File: config.mk
export PLATFORM = sky130hd
export DESIGN_NAME = pdpc_ctrl
export DESIGN_NICKNAME = d
export VERILOG_FILES = /design/src/design/pdpc_pkg.sv /design/src/design/pdpc_ctrl.sv
export VERILOG_INCLUDE_DIRS = /design/src /design/src/design
export SDC_FILE = /design/constraint.sdc
export NUM_CORES = 1
export LEC_CHECK = 0
export ABC_AREA = 1
export BUFFER_PORTS_ARGS = -buffer_cell sky130_fd_sc_hd__buf_4
export CAP_MARGIN = 20
export CORE_ASPECT_RATIO = 0.75
export CORE_MARGIN = 5
export CORE_UTILIZATION = 48
export CTS_CLUSTER_SIZE = 12
export DETAILED_ROUTE_END_ITERATION = 6
export GPL_TIMING_DRIVEN = 0
export PLACE_DENSITY = 0.7
export SYNTH_ARGS = -nofsm -noshare
export SYNTH_HDL_FRONTEND = slang
export SYNTH_SLANG_ARGS = --single-unit
File: constraint.sdc
create_clock -name clock -period 1.5 [get_ports clock]
set_input_delay 0.225 -clock clock [delete_from_list [all_inputs] [get_ports clock]]
set_output_delay 0.225 -clock clock [all_outputs]
set_load 0.005 [all_outputs]
File: src/design/assert_macros.svh
// Assertion helpers shared by the RTL.
`ifndef ASSERT_MACROS_SVH
`define ASSERT_MACROS_SVH

// Same-cycle implication.
`define ASSERT_IMPLY(label, clk, rst, ante, cons) \
   label: assert property (@(posedge clk) disable iff (rst) (ante) |-> (cons)) \
      else $error("assertion failed");

// Next-cycle implication.
`define ASSERT_NEXT(label, clk, rst, ante, cons) \
   label: assert property (@(posedge clk) disable iff (rst) (ante) |=> (cons)) \
      else $error("assertion failed");

`endif

File: src/design/pdpc_pkg.sv
`default_nettype none
package pdpc_pkg;

   localparam int CSR_IDX_W  = 3;
   localparam int CSR_DATA_W = 32;

   localparam int PI_Q       = 12868;
   localparam int TWO_PI_Q   = 25736;
   localparam int RATE_SCALE = 1000000;
   localparam int LIN_SHIFT  = 12;

   localparam int ROOT_STEPS = 33;
   localparam int DIV_STEPS  = 54;
   localparam int CNT_W      = 6;

   localparam logic [43:0] Q_CLAMP = 44'h800_0000_0000;
   localparam logic [63:0] D_CLAMP = 64'h1000_0000_0000_0000;

   localparam logic [19:0] LIN_KP_RST = 20'd10568;
   localparam logic [19:0] LIN_KD_RST = 20'd193;
   localparam logic [19:0] ROT_KP_RST = 20'd8192;
   localparam logic [19:0] ROT_KD_RST = 20'd410;

   typedef enum logic [CSR_IDX_W-1:0] {
      REG_TARGET_DISTANCE = 3'd0,
      REG_TARGET_ANGLE    = 3'd1,
      REG_TOL_DISTANCE    = 3'd2,
      REG_TOL_ANGLE       = 3'd3,
      REG_LIN_KP          = 3'd4,
      REG_LIN_KD          = 3'd5,
      REG_ROT_KP          = 3'd6,
      REG_ROT_KD          = 3'd7
   } reg_index_type;

   typedef enum logic [3:0] {
      OP_NONE,
      OP_CAPTURE,
      OP_DIFF,
      OP_SQUARE,
      OP_SUM,
      OP_ROOT,
      OP_PREP,
      OP_MUL,
      OP_DIV,
      OP_CLAMP,
      OP_DMUL,
      OP_DSUM,
      OP_FIN,
      OP_PUSH
   } op_type;

   typedef enum logic [3:0] {
      ST_IDLE,
      ST_DIFF,
      ST_SQUARE,
      ST_SUM,
      ST_ROOT,
      ST_PREP,
      ST_MUL,
      ST_DIV,
      ST_CLAMP,
      ST_DMUL,
      ST_DSUM,
      ST_FIN,
      ST_PUSH
   } state_type;

   typedef struct packed {
      op_type op;
      logic   lane;
   } cmd_type;

   typedef struct packed {
      logic dt_zero;
   } status_type;

endpackage
`default_nettype wire

File: src/design/pdpc_ctrl.sv
`default_nettype none
`include "assert_macros.svh"
module pdpc_ctrl
   import pdpc_pkg::*;
(
   input  wire logic       clock,
   input  wire logic       reset,
   input  wire logic       req_valid,
   output logic            req_ready,
   output logic            rsp_valid,
   input  wire logic       rsp_ready,
   output cmd_type         cmd,
   input  wire status_type status
);

   state_type         state_ff, state_in;
   logic [CNT_W-1:0]  cnt_ff, cnt_in;
   logic              lane_ff, lane_in;
   logic              rsp_valid_ff, rsp_valid_in;

   always_ff @(posedge clock) begin
      if (reset) begin
         state_ff     <= ST_IDLE;
         cnt_ff       <= '0;
         lane_ff      <= 1'b0;
         rsp_valid_ff <= 1'b0;
      end else begin
         state_ff     <= state_in;
         cnt_ff       <= cnt_in;
         lane_ff      <= lane_in;
         rsp_valid_ff <= rsp_valid_in;
      end
   end

   always_comb begin
      state_in     = state_ff;
      cnt_in       = cnt_ff;
      lane_in      = lane_ff;
      rsp_valid_in = rsp_valid_ff && !rsp_ready;
      req_ready    = 1'b0;
      cmd.op       = OP_NONE;
      cmd.lane     = lane_ff;
      case (state_ff)
         ST_IDLE: begin
            req_ready = 1'b1;
            if (req_valid) begin
               cmd.op   = OP_CAPTURE;
               state_in = ST_DIFF;
            end
         end
         ST_DIFF: begin
            cmd.op   = OP_DIFF;
            state_in = ST_SQUARE;
         end
         ST_SQUARE: begin
            cmd.op   = OP_SQUARE;
            state_in = ST_SUM;
         end
         ST_SUM: begin
            cmd.op   = OP_SUM;
            cnt_in   = '0;
            state_in = ST_ROOT;
         end
         ST_ROOT: begin
            cmd.op = OP_ROOT;
            if (cnt_ff == CNT_W'(ROOT_STEPS - 1)) begin
               cnt_in   = '0;
               state_in = ST_PREP;
            end else begin
               cnt_in = cnt_ff + 1'b1;
            end
         end
         ST_PREP: begin
            cmd.op   = OP_PREP;
            lane_in  = 1'b0;
            state_in = ST_MUL;
         end
         ST_MUL: begin
            cmd.op   = OP_MUL;
            cnt_in   = '0;
            state_in = status.dt_zero ? ST_CLAMP : ST_DIV;
         end
         ST_DIV: begin
            cmd.op = OP_DIV;
            if (cnt_ff == CNT_W'(DIV_STEPS - 1)) begin
               cnt_in   = '0;
               state_in = ST_CLAMP;
            end else begin
               cnt_in = cnt_ff + 1'b1;
            end
         end
         ST_CLAMP: begin
            cmd.op   = OP_CLAMP;
            state_in = ST_DMUL;
         end
         ST_DMUL: begin
            cmd.op   = OP_DMUL;
            state_in = ST_DSUM;
         end
         ST_DSUM: begin
            cmd.op   = OP_DSUM;
            state_in = ST_FIN;
         end
         ST_FIN: begin
            cmd.op = OP_FIN;
            if (!lane_ff) begin
               lane_in  = 1'b1;
               state_in = ST_MUL;
            end else begin
               state_in = ST_PUSH;
            end
         end
         ST_PUSH: begin
            if (!rsp_valid_ff || rsp_ready) begin
               cmd.op       = OP_PUSH;
               rsp_valid_in = 1'b1;
               state_in     = ST_IDLE;
            end
         end
         default: begin
            state_in = ST_IDLE;
         end
      endcase
   end

   assign rsp_valid = rsp_valid_ff;

   `ASSERT_NEXT(a_one_in_flight, clock, reset, req_valid && req_ready, !req_ready)
   `ASSERT_IMPLY(a_push_has_slot, clock, reset, cmd.op == OP_PUSH, !rsp_valid_ff || rsp_ready)
   `ASSERT_IMPLY(a_div_count, clock, reset, state_ff == ST_DIV, cnt_ff < CNT_W'(DIV_STEPS))

endmodule
`default_nettype wire

==> reports/metrics.yaml, run 1 <==
status:
  status: "finished, final reports clean"
placed_design:
  place_area_um2: 1030
  dpl.hpwl_mm: 1.50
  io_buffers: 11
  place_congestion: 0.873
setup_path:
  worst-path-max-fanout: 6
  arrival_ns: 1.27
  cpMostUsedCell: "buf_6"
  cpMaxStageDelayCell: "dfxtp_2"
  critPathKind: "reg -> out"
  path_cells: "buf_6 > buf_6 > inv_4 > nor2_4 > a21oi_2 > nand2_1 > buf_6"
  slowest_delay_ns: 0.32
  worstPathRequired_ns: 1.27
  endpoint_kind: "output port"
  critPathLaunchType: "flip-flop"
floorplanning:
  rows: 13
  fp.dieH_um: 47.8
  dieWidth_um: 60.4
  num_io_pins: 12
  die_area_um2: 2890
  start_util_pct: 51.7
  coreArea_um2: 1770
route:
  num_vias: 878
  drt_iter0_markers: 20
  drt_first_pass_iters: 4
  vias_per_cell: 5.13
  drcViolationCount: 0
  drt-total-wl_mm: 2.05
  wl_per_cell_um: 12.0
  drtAntennaViolNets: 0
clock_network:
  worstSkewPairLatency_ns: 0.28
  clock_path_buffers: 2
  cts_tree: "built"
  path_clk_slew_ns: 0.08
  htree_levels: 1
  cts_root_buf: "clkbuf_4"
  cts_buffers: 3
  postCtsHoldBufs: 0
  clock_sinks: 12
finish:
  final_core_util_pct: 63.2
  fin_area_um2: 1120
  diodes: 0
  synthToLayoutAreaGrowth_pct: 22.4
  nets: 159
  drive_gt1_share_pct: 40.9
global_route:
  grt_pass1_wl_mm: 3.24
  gr-usage-all-layers_pct: 15.2
  use_met1_pct: 22.3
  grt_max_degree: 10
  grt_overflow_total: 0
  grt_use_met3_pct: 4.85
  grt_antenna_before_repair: 0
  grt_pass1_vias: 737
  use_met2_pct: 22.0
  top_usage_layer: "met1"
yosys:
  yosys.area_share.xor_xnor_pct: 0.956
  netlist_instances: 131
  synth-simple-area-share_pct: 44.3
  netlist_area_um2: 916
  syn_nets: 139
  ys_seq_area_share_pct: 26.2
  synth_edf_count: 0
  synthArstFlopShare_pct: 0
  synth_top_family_by_area: "simple AND/OR/NAND/NOR gates"
  synth.distinct_cells: 27
  synthFlopType: "dfxtp_1"
  synth-adder-area-share_pct: 4.10
  synth_compound_area_share_pct: 12.8
  synth_mux_area_share_pct: 0
  yosysWarnings: 0
  synth-seq-cells: 12
  avgSynthCellArea_um2: 6.99
pwr:
  vdd_ir_drop_max_mv: 0.788
  total_power_uw: 1080
  power-per-cell-area_nw_per_um2: 963
  leakagePower_uw: 0.000499
timing:
  finClkSkew_ns: 0.0102
  hold_violations: 0
  rsz0062_at_grt: "true"
  period_share_pct: 99.5
  worst_pin_slew_ns: 0.439
  max_freq_mhz: 670
  min_period_ns: 1.49
  setup_viol: 0
  finalMaxSlewViolations: 0
  max_slew_margin_pct: 70.5
run:
  maxCapViolations: 0
hold_path:
  holdCritPathClass: "in -> reg"
what timing repair did:
item	4_1_cts	5_1_grt
buffers inserted	0	4
pin swaps	1	4
endpoints found under the setup margin	3	3
resized for setup	8	9
gates cloned	0	0
flip-flops by register name, summed over array words and instances (netlist names):
register / count
state_ff: 4
lane_ff: 1
cnt_ff: 6
rsp_valid: 1
path summary, 6_finish.rpt:
path	endpoint	slack, ns	startpoint	depth (start not counted)
min reg2reg	lane_ff$_SDFFE_PP0P_	0.49	lane_ff$_SDFFE_PP0P_	2
max	cmd[3]	0.007	state_ff[2]$_SDFFE_PP0P_	7
max reg2reg	cnt_ff[5]$_SDFFE_PP0P_	0.07	state_ff[2]$_SDFFE_PP0P_	10
min	state_ff[2]$_SDFFE_PP0P_	0.15	reset	2
cell usage after synthesis, drive strengths merged (2+ instances only):
library cell	count	area, um2
dfxtp	12	240
nand3	14	85.1
nor3	3	25.0
ha	3	37.5
a21oi	12	71.3
nand4	2	12.5
o211ai	2	15.0
o21ai	4	31.3
nor2	23	119
inv	22	87.6
buf	2	18.8
nand2	28	138
report_power, final:
part	switching (uW)	leakage (uW)	internal, uW
clock network	109	0.0000138	93.1
registers	35.4	0.0000992	352
logic	284	0.000386	205
layer usage:
| layer | share of wire (%) | wire length [um] | up-vias |
|---|---|---|---|
| met2 | 44 | 900 | 17 |
| li1 | - | - | 463 |
| met5 | 0 | 0 | - |
| met4 | 0.63 | 13 | 0 |
| met3 | 4.8 | 98 | 2 |
| met1 | 51 | 1040 | 396 |
cells in the final DEF (no fill, tap or decap), types with 4 or more instances in the layout:
cell type / netlist / routed
nand2_1: 21 / 19
nand2_2: 4 / 6
a21oi_1: 9 / 8
buf_4: 1 / 14
nor2_4: 3 / 5
inv_2: 4 / 5
nor2_1: 16 / 14
nand3_1: 11 / 11
a21oi_2: 3 / 4
dfxtp_1: 12 / 8
nor2_2: 4 / 4
inv_1: 16 / 15
area by class of cell:
class	count	area [um2]
buffer	2	18.8
clock buffer	3	22.5
fill	149	652
inverter	22	87.6
multi-input combinational	95	597
sequential	12	248
tap	22	27.5
timing repair buffer	15	120
through the flow:
step / TNS (ns) / instances / hold WS [ns] / setup WS, ns
floorplan: 0 / 131 / 0.287 / 0.294
global placement: 0 / 164 / 0.446 / 0.113
detailed placement: 0 / 164 / 0.448 / 0.122
CTS: 0 / 167 / 0.152 / 0.000340
global route: -0.202 / 171 / 0.153 / -0.0973
finish: 0 / 171 / 0.147 / 0.00711
cell families after synthesis:
family | Yosys count
compound gates | 18
xor+xnor | 1
fa+ha+maj | 3
buf+inv | 24
flops | 12
simple gates | 73
worst max-delay path, delay by kind of cell, from the launching register on:
kind	cells	cell delay, ns
buffers and inverters	4	0.42
flip-flops	1	0.32
AO/OA/AOI/OAI	1	0.13
AND/OR/NAND/NOR	2	0.11
(Power assumes the default switching activity.)
==> inputs of run 2 (changes only) <==
- REMOVE_ABC_BUFFERS: unset -> 1
- SKIP_LAST_GASP: unset -> 1
- clock period: 1.5 -> 1.6 ns (I/O delays scaled with it)
==> run 2 against run 1 <==
Compared with the run above:
- first-iteration DRC count rose to 2.7 times the previous value
- final cell count fell by 2.9%
- worst setup slack improved by 0.087 ns
- critical path type unchanged
- critical endpoint is now cmd[1]
==> reports/metrics.yaml, run 2 (synthesis gave the netlist of run 1 again) <==
status:
  status: "finished, final reports clean"
clock_network:
  postCtsHoldBufs: 0  # unchanged
  cts_root_buf: "clkbuf_4"
  cts_tree: "built"
  htree_levels: 1  # unchanged
  clock_path_buffers: 2  # unchanged
  clock_sinks: 12  # unchanged
  path_clk_slew_ns: 0.08  # about the same
  cts_buffers: 3  # unchanged
  worstSkewPairLatency_ns: 0.28  # about the same
finish:
  regMostFlops: "cnt_ff"
  fin_area_um2: 1060  # -5.4%
  nets: 153  # -3.8%
  largest_reg_flops: 6  # unchanged
  drive_gt1_share_pct: 36.1  # -4.8 points
  reg_top3: "cnt_ff: 6 flops, state_ff: 4 flops"
  final_core_util_pct: 59.8  # -3.4 points
  fin_cells: 166  # -2.9%
  final_common_cell: "nand2_1"
  diodes: 0  # unchanged
  synthToLayoutAreaGrowth_pct: 15.8
  layout_common_cells: "20 x nand2_1, 15 x inv_1, 15 x nor2_1"
pwr:
  p_seq_share_pct: 35.9  # about the same
  power-per-cell-area_nw_per_um2: 976  # +1.4%
  vdd_ir_drop_max_mv: 0.607  # -23%
  clockPowerShare_pct: 23.9  # +5.2 points
  pwr-share-comb_pct: 40.2  # -5.1 points
  leakagePower_uw: 0.000466  # -6.6%
  switching_power_uw: 400  # -6.7%
  cell_internal_pwr_uw: 635  # -2.4%
  switching_share_pct: 38.6  # -1.1 points
timing:
  rsz0062_at_grt: "false"
  max_slew_margin_pct: 70.5  # about the same
  max_freq_mhz: 664
  worst_pin_slew_ns: 0.439  # +0.0000906 ns
  hold_violations: 0  # unchanged
  setup_ws_ns: 0.0937  # +0.0866 ns
  period_share_pct: 94.1
  finClkSkew_ns: 0.000865  # -0.00937 ns
  min_period_ns: 1.51
  fin_tns_setup_ns: 0  # unchanged
  finalMaxSlewViolations: 0  # unchanged
  setup_viol: 0  # unchanged
global_route:
  grt_antenna_before_repair: 0  # unchanged
  grt_max_degree: 10  # unchanged
  gr-usage-all-layers_pct: 15.9  # +0.71 points
  grt_overflow_total: 0  # unchanged
  grt_pass1_wl_mm: 3.28  # +1.0%
  grt_pass1_vias: 701  # -4.9%
setup_path:
  worst-path-max-fanout: 8  # +2
  arrival_ns: 1.27  # about the same
  slowest_delay_ns: 0.41  # +0.09 ns
  cpMaxStageDelayCell: "dfxtp_4"
  crit_family: "flip-flops"
  critPathKind: "reg -> out"
  crit_buf_inv: 1  # -3
  crit_end: "cmd[1]"
  worst-path-stages: 5  # -2
  worstPathRequired_ns: 1.36  # +0.09 ns
  worst-r2r-setup-slack_ns: 0.24  # +0.17 ns
  rr_startpoint: "cnt_ff[1]$_SDFFE_PP0P_"
  critPathLaunchType: "flip-flop"
  endpoint_kind: "output port"
  path_cells: "nand2_1 > nor2_2 > o21ai_2 > nand3_1 > buf_4"
  critPathLaunch: "state_ff[2]$_SDFFE_PP0P_"
  r2r_end: "cnt_ff[3]$_SDFFE_PP0P_"
  r2r_cells: 7  # -3
placed_design:
  place_area_um2: 1010  # -1.8%
  place_ws_ns: 0.137  # +0.0145 ns
  dpl.hpwl_mm: 1.61  # +7.4%
  io_buffers: 11  # unchanged
  place_congestion: 0.904  # +3.5%
  place_inst: 162  # -1.2%
hold_path:
  hp-start: "reset"
  min_path_cells: 2  # unchanged
  holdCritPathClass: "in -> reg"
route:
  num_vias: 857  # -2.4%
  drtAntennaViolNets: 0  # unchanged
  drt_first_pass_iters: 4  # unchanged
  drt-total-wl_mm: 2.06  # +0.29%
  drt_iter0_markers: 53  # +170%
  drcViolationCount: 0  # unchanged
  vias_per_cell: 5.16  # +0.55%
  wl_per_cell_um: 12.4  # +3.3%
floorplanning:
  die_area_um2: 2890  # unchanged
  coreArea_um2: 1770  # unchanged
  num_io_pins: 12  # unchanged
  fp.dieH_um: 47.8  # unchanged
  dieWidth_um: 60.4  # unchanged
  rows: 13  # unchanged
  start_util_pct: 51.7  # unchanged
run:
  maxCapViolations: 0  # unchanged
-- run 2: cell count changes in the layout (fill, tap and decap cells not counted), sizes merged --
cell,delta
clkbuf,+1
buf,-6
-- run 2: area by class of cell --
| type | count | area, um2 |
|---|---|---|
| flip-flops and latches | 12 | 249 |
| multi-input cells | 95 | 578 |
| fillers | 172 | 712 |
| clock buffers | 4 | 36.3 |
| well taps | 22 | 27.5 |
| inverters | 22 | 87.6 |
| repair buffers | 11 | 82.6 |
-- run 2: per-stage QoR --
step | hold WS [ns] | power, uW
after floorplan | 0.302 | 642
after global placement | 0.452 | 771
after detailed placement | 0.459 | 777
after CTS | 0.156 | 1030
after global routing | 0.160 | 1100
final | 0.156 | 1040
-- run 2: worst min-delay path by stage --
stage,endpoint
finish,state_ff[2]$_SDFFE_PP0P_
global route,state_ff[2]$_SDFFE_PP0P_
CTS,state_ff[2]$_SDFFE_PP0P_
detailed placement,state_ff[2]$_SDFFE_PP0P_
global placement,state_ff[2]$_SDFFE_PP0P_
floorplan,state_ff[2]$_SDFFE_PP0P_
-- run 2: repair_timing --
item / CTS / global route
endpoints found under the setup margin: 3 / 3
resized for setup: 5 / 5
buffers inserted: 0 / 0
pin swaps: 0 / 0
-- run 2: power by group through the flow --
stage	clock, uW	combinational (uW)	sequential (uW)
detailed placement	0	404	374
CTS	253	407	370
floorplan	0	278	364
global route	269	462	373
global placement	0	398	373
finish	248	416	371
-- run 2: routing by layer --
metal  global-route usage (%)  up-vias  share of wire, %
met4                     3.90        0              0.54
met2                     23.1       32                43
met3                     5.66        2               9.0
met1                     22.6      376                48
met5                        0        -                 0
li1                         -      447                 -
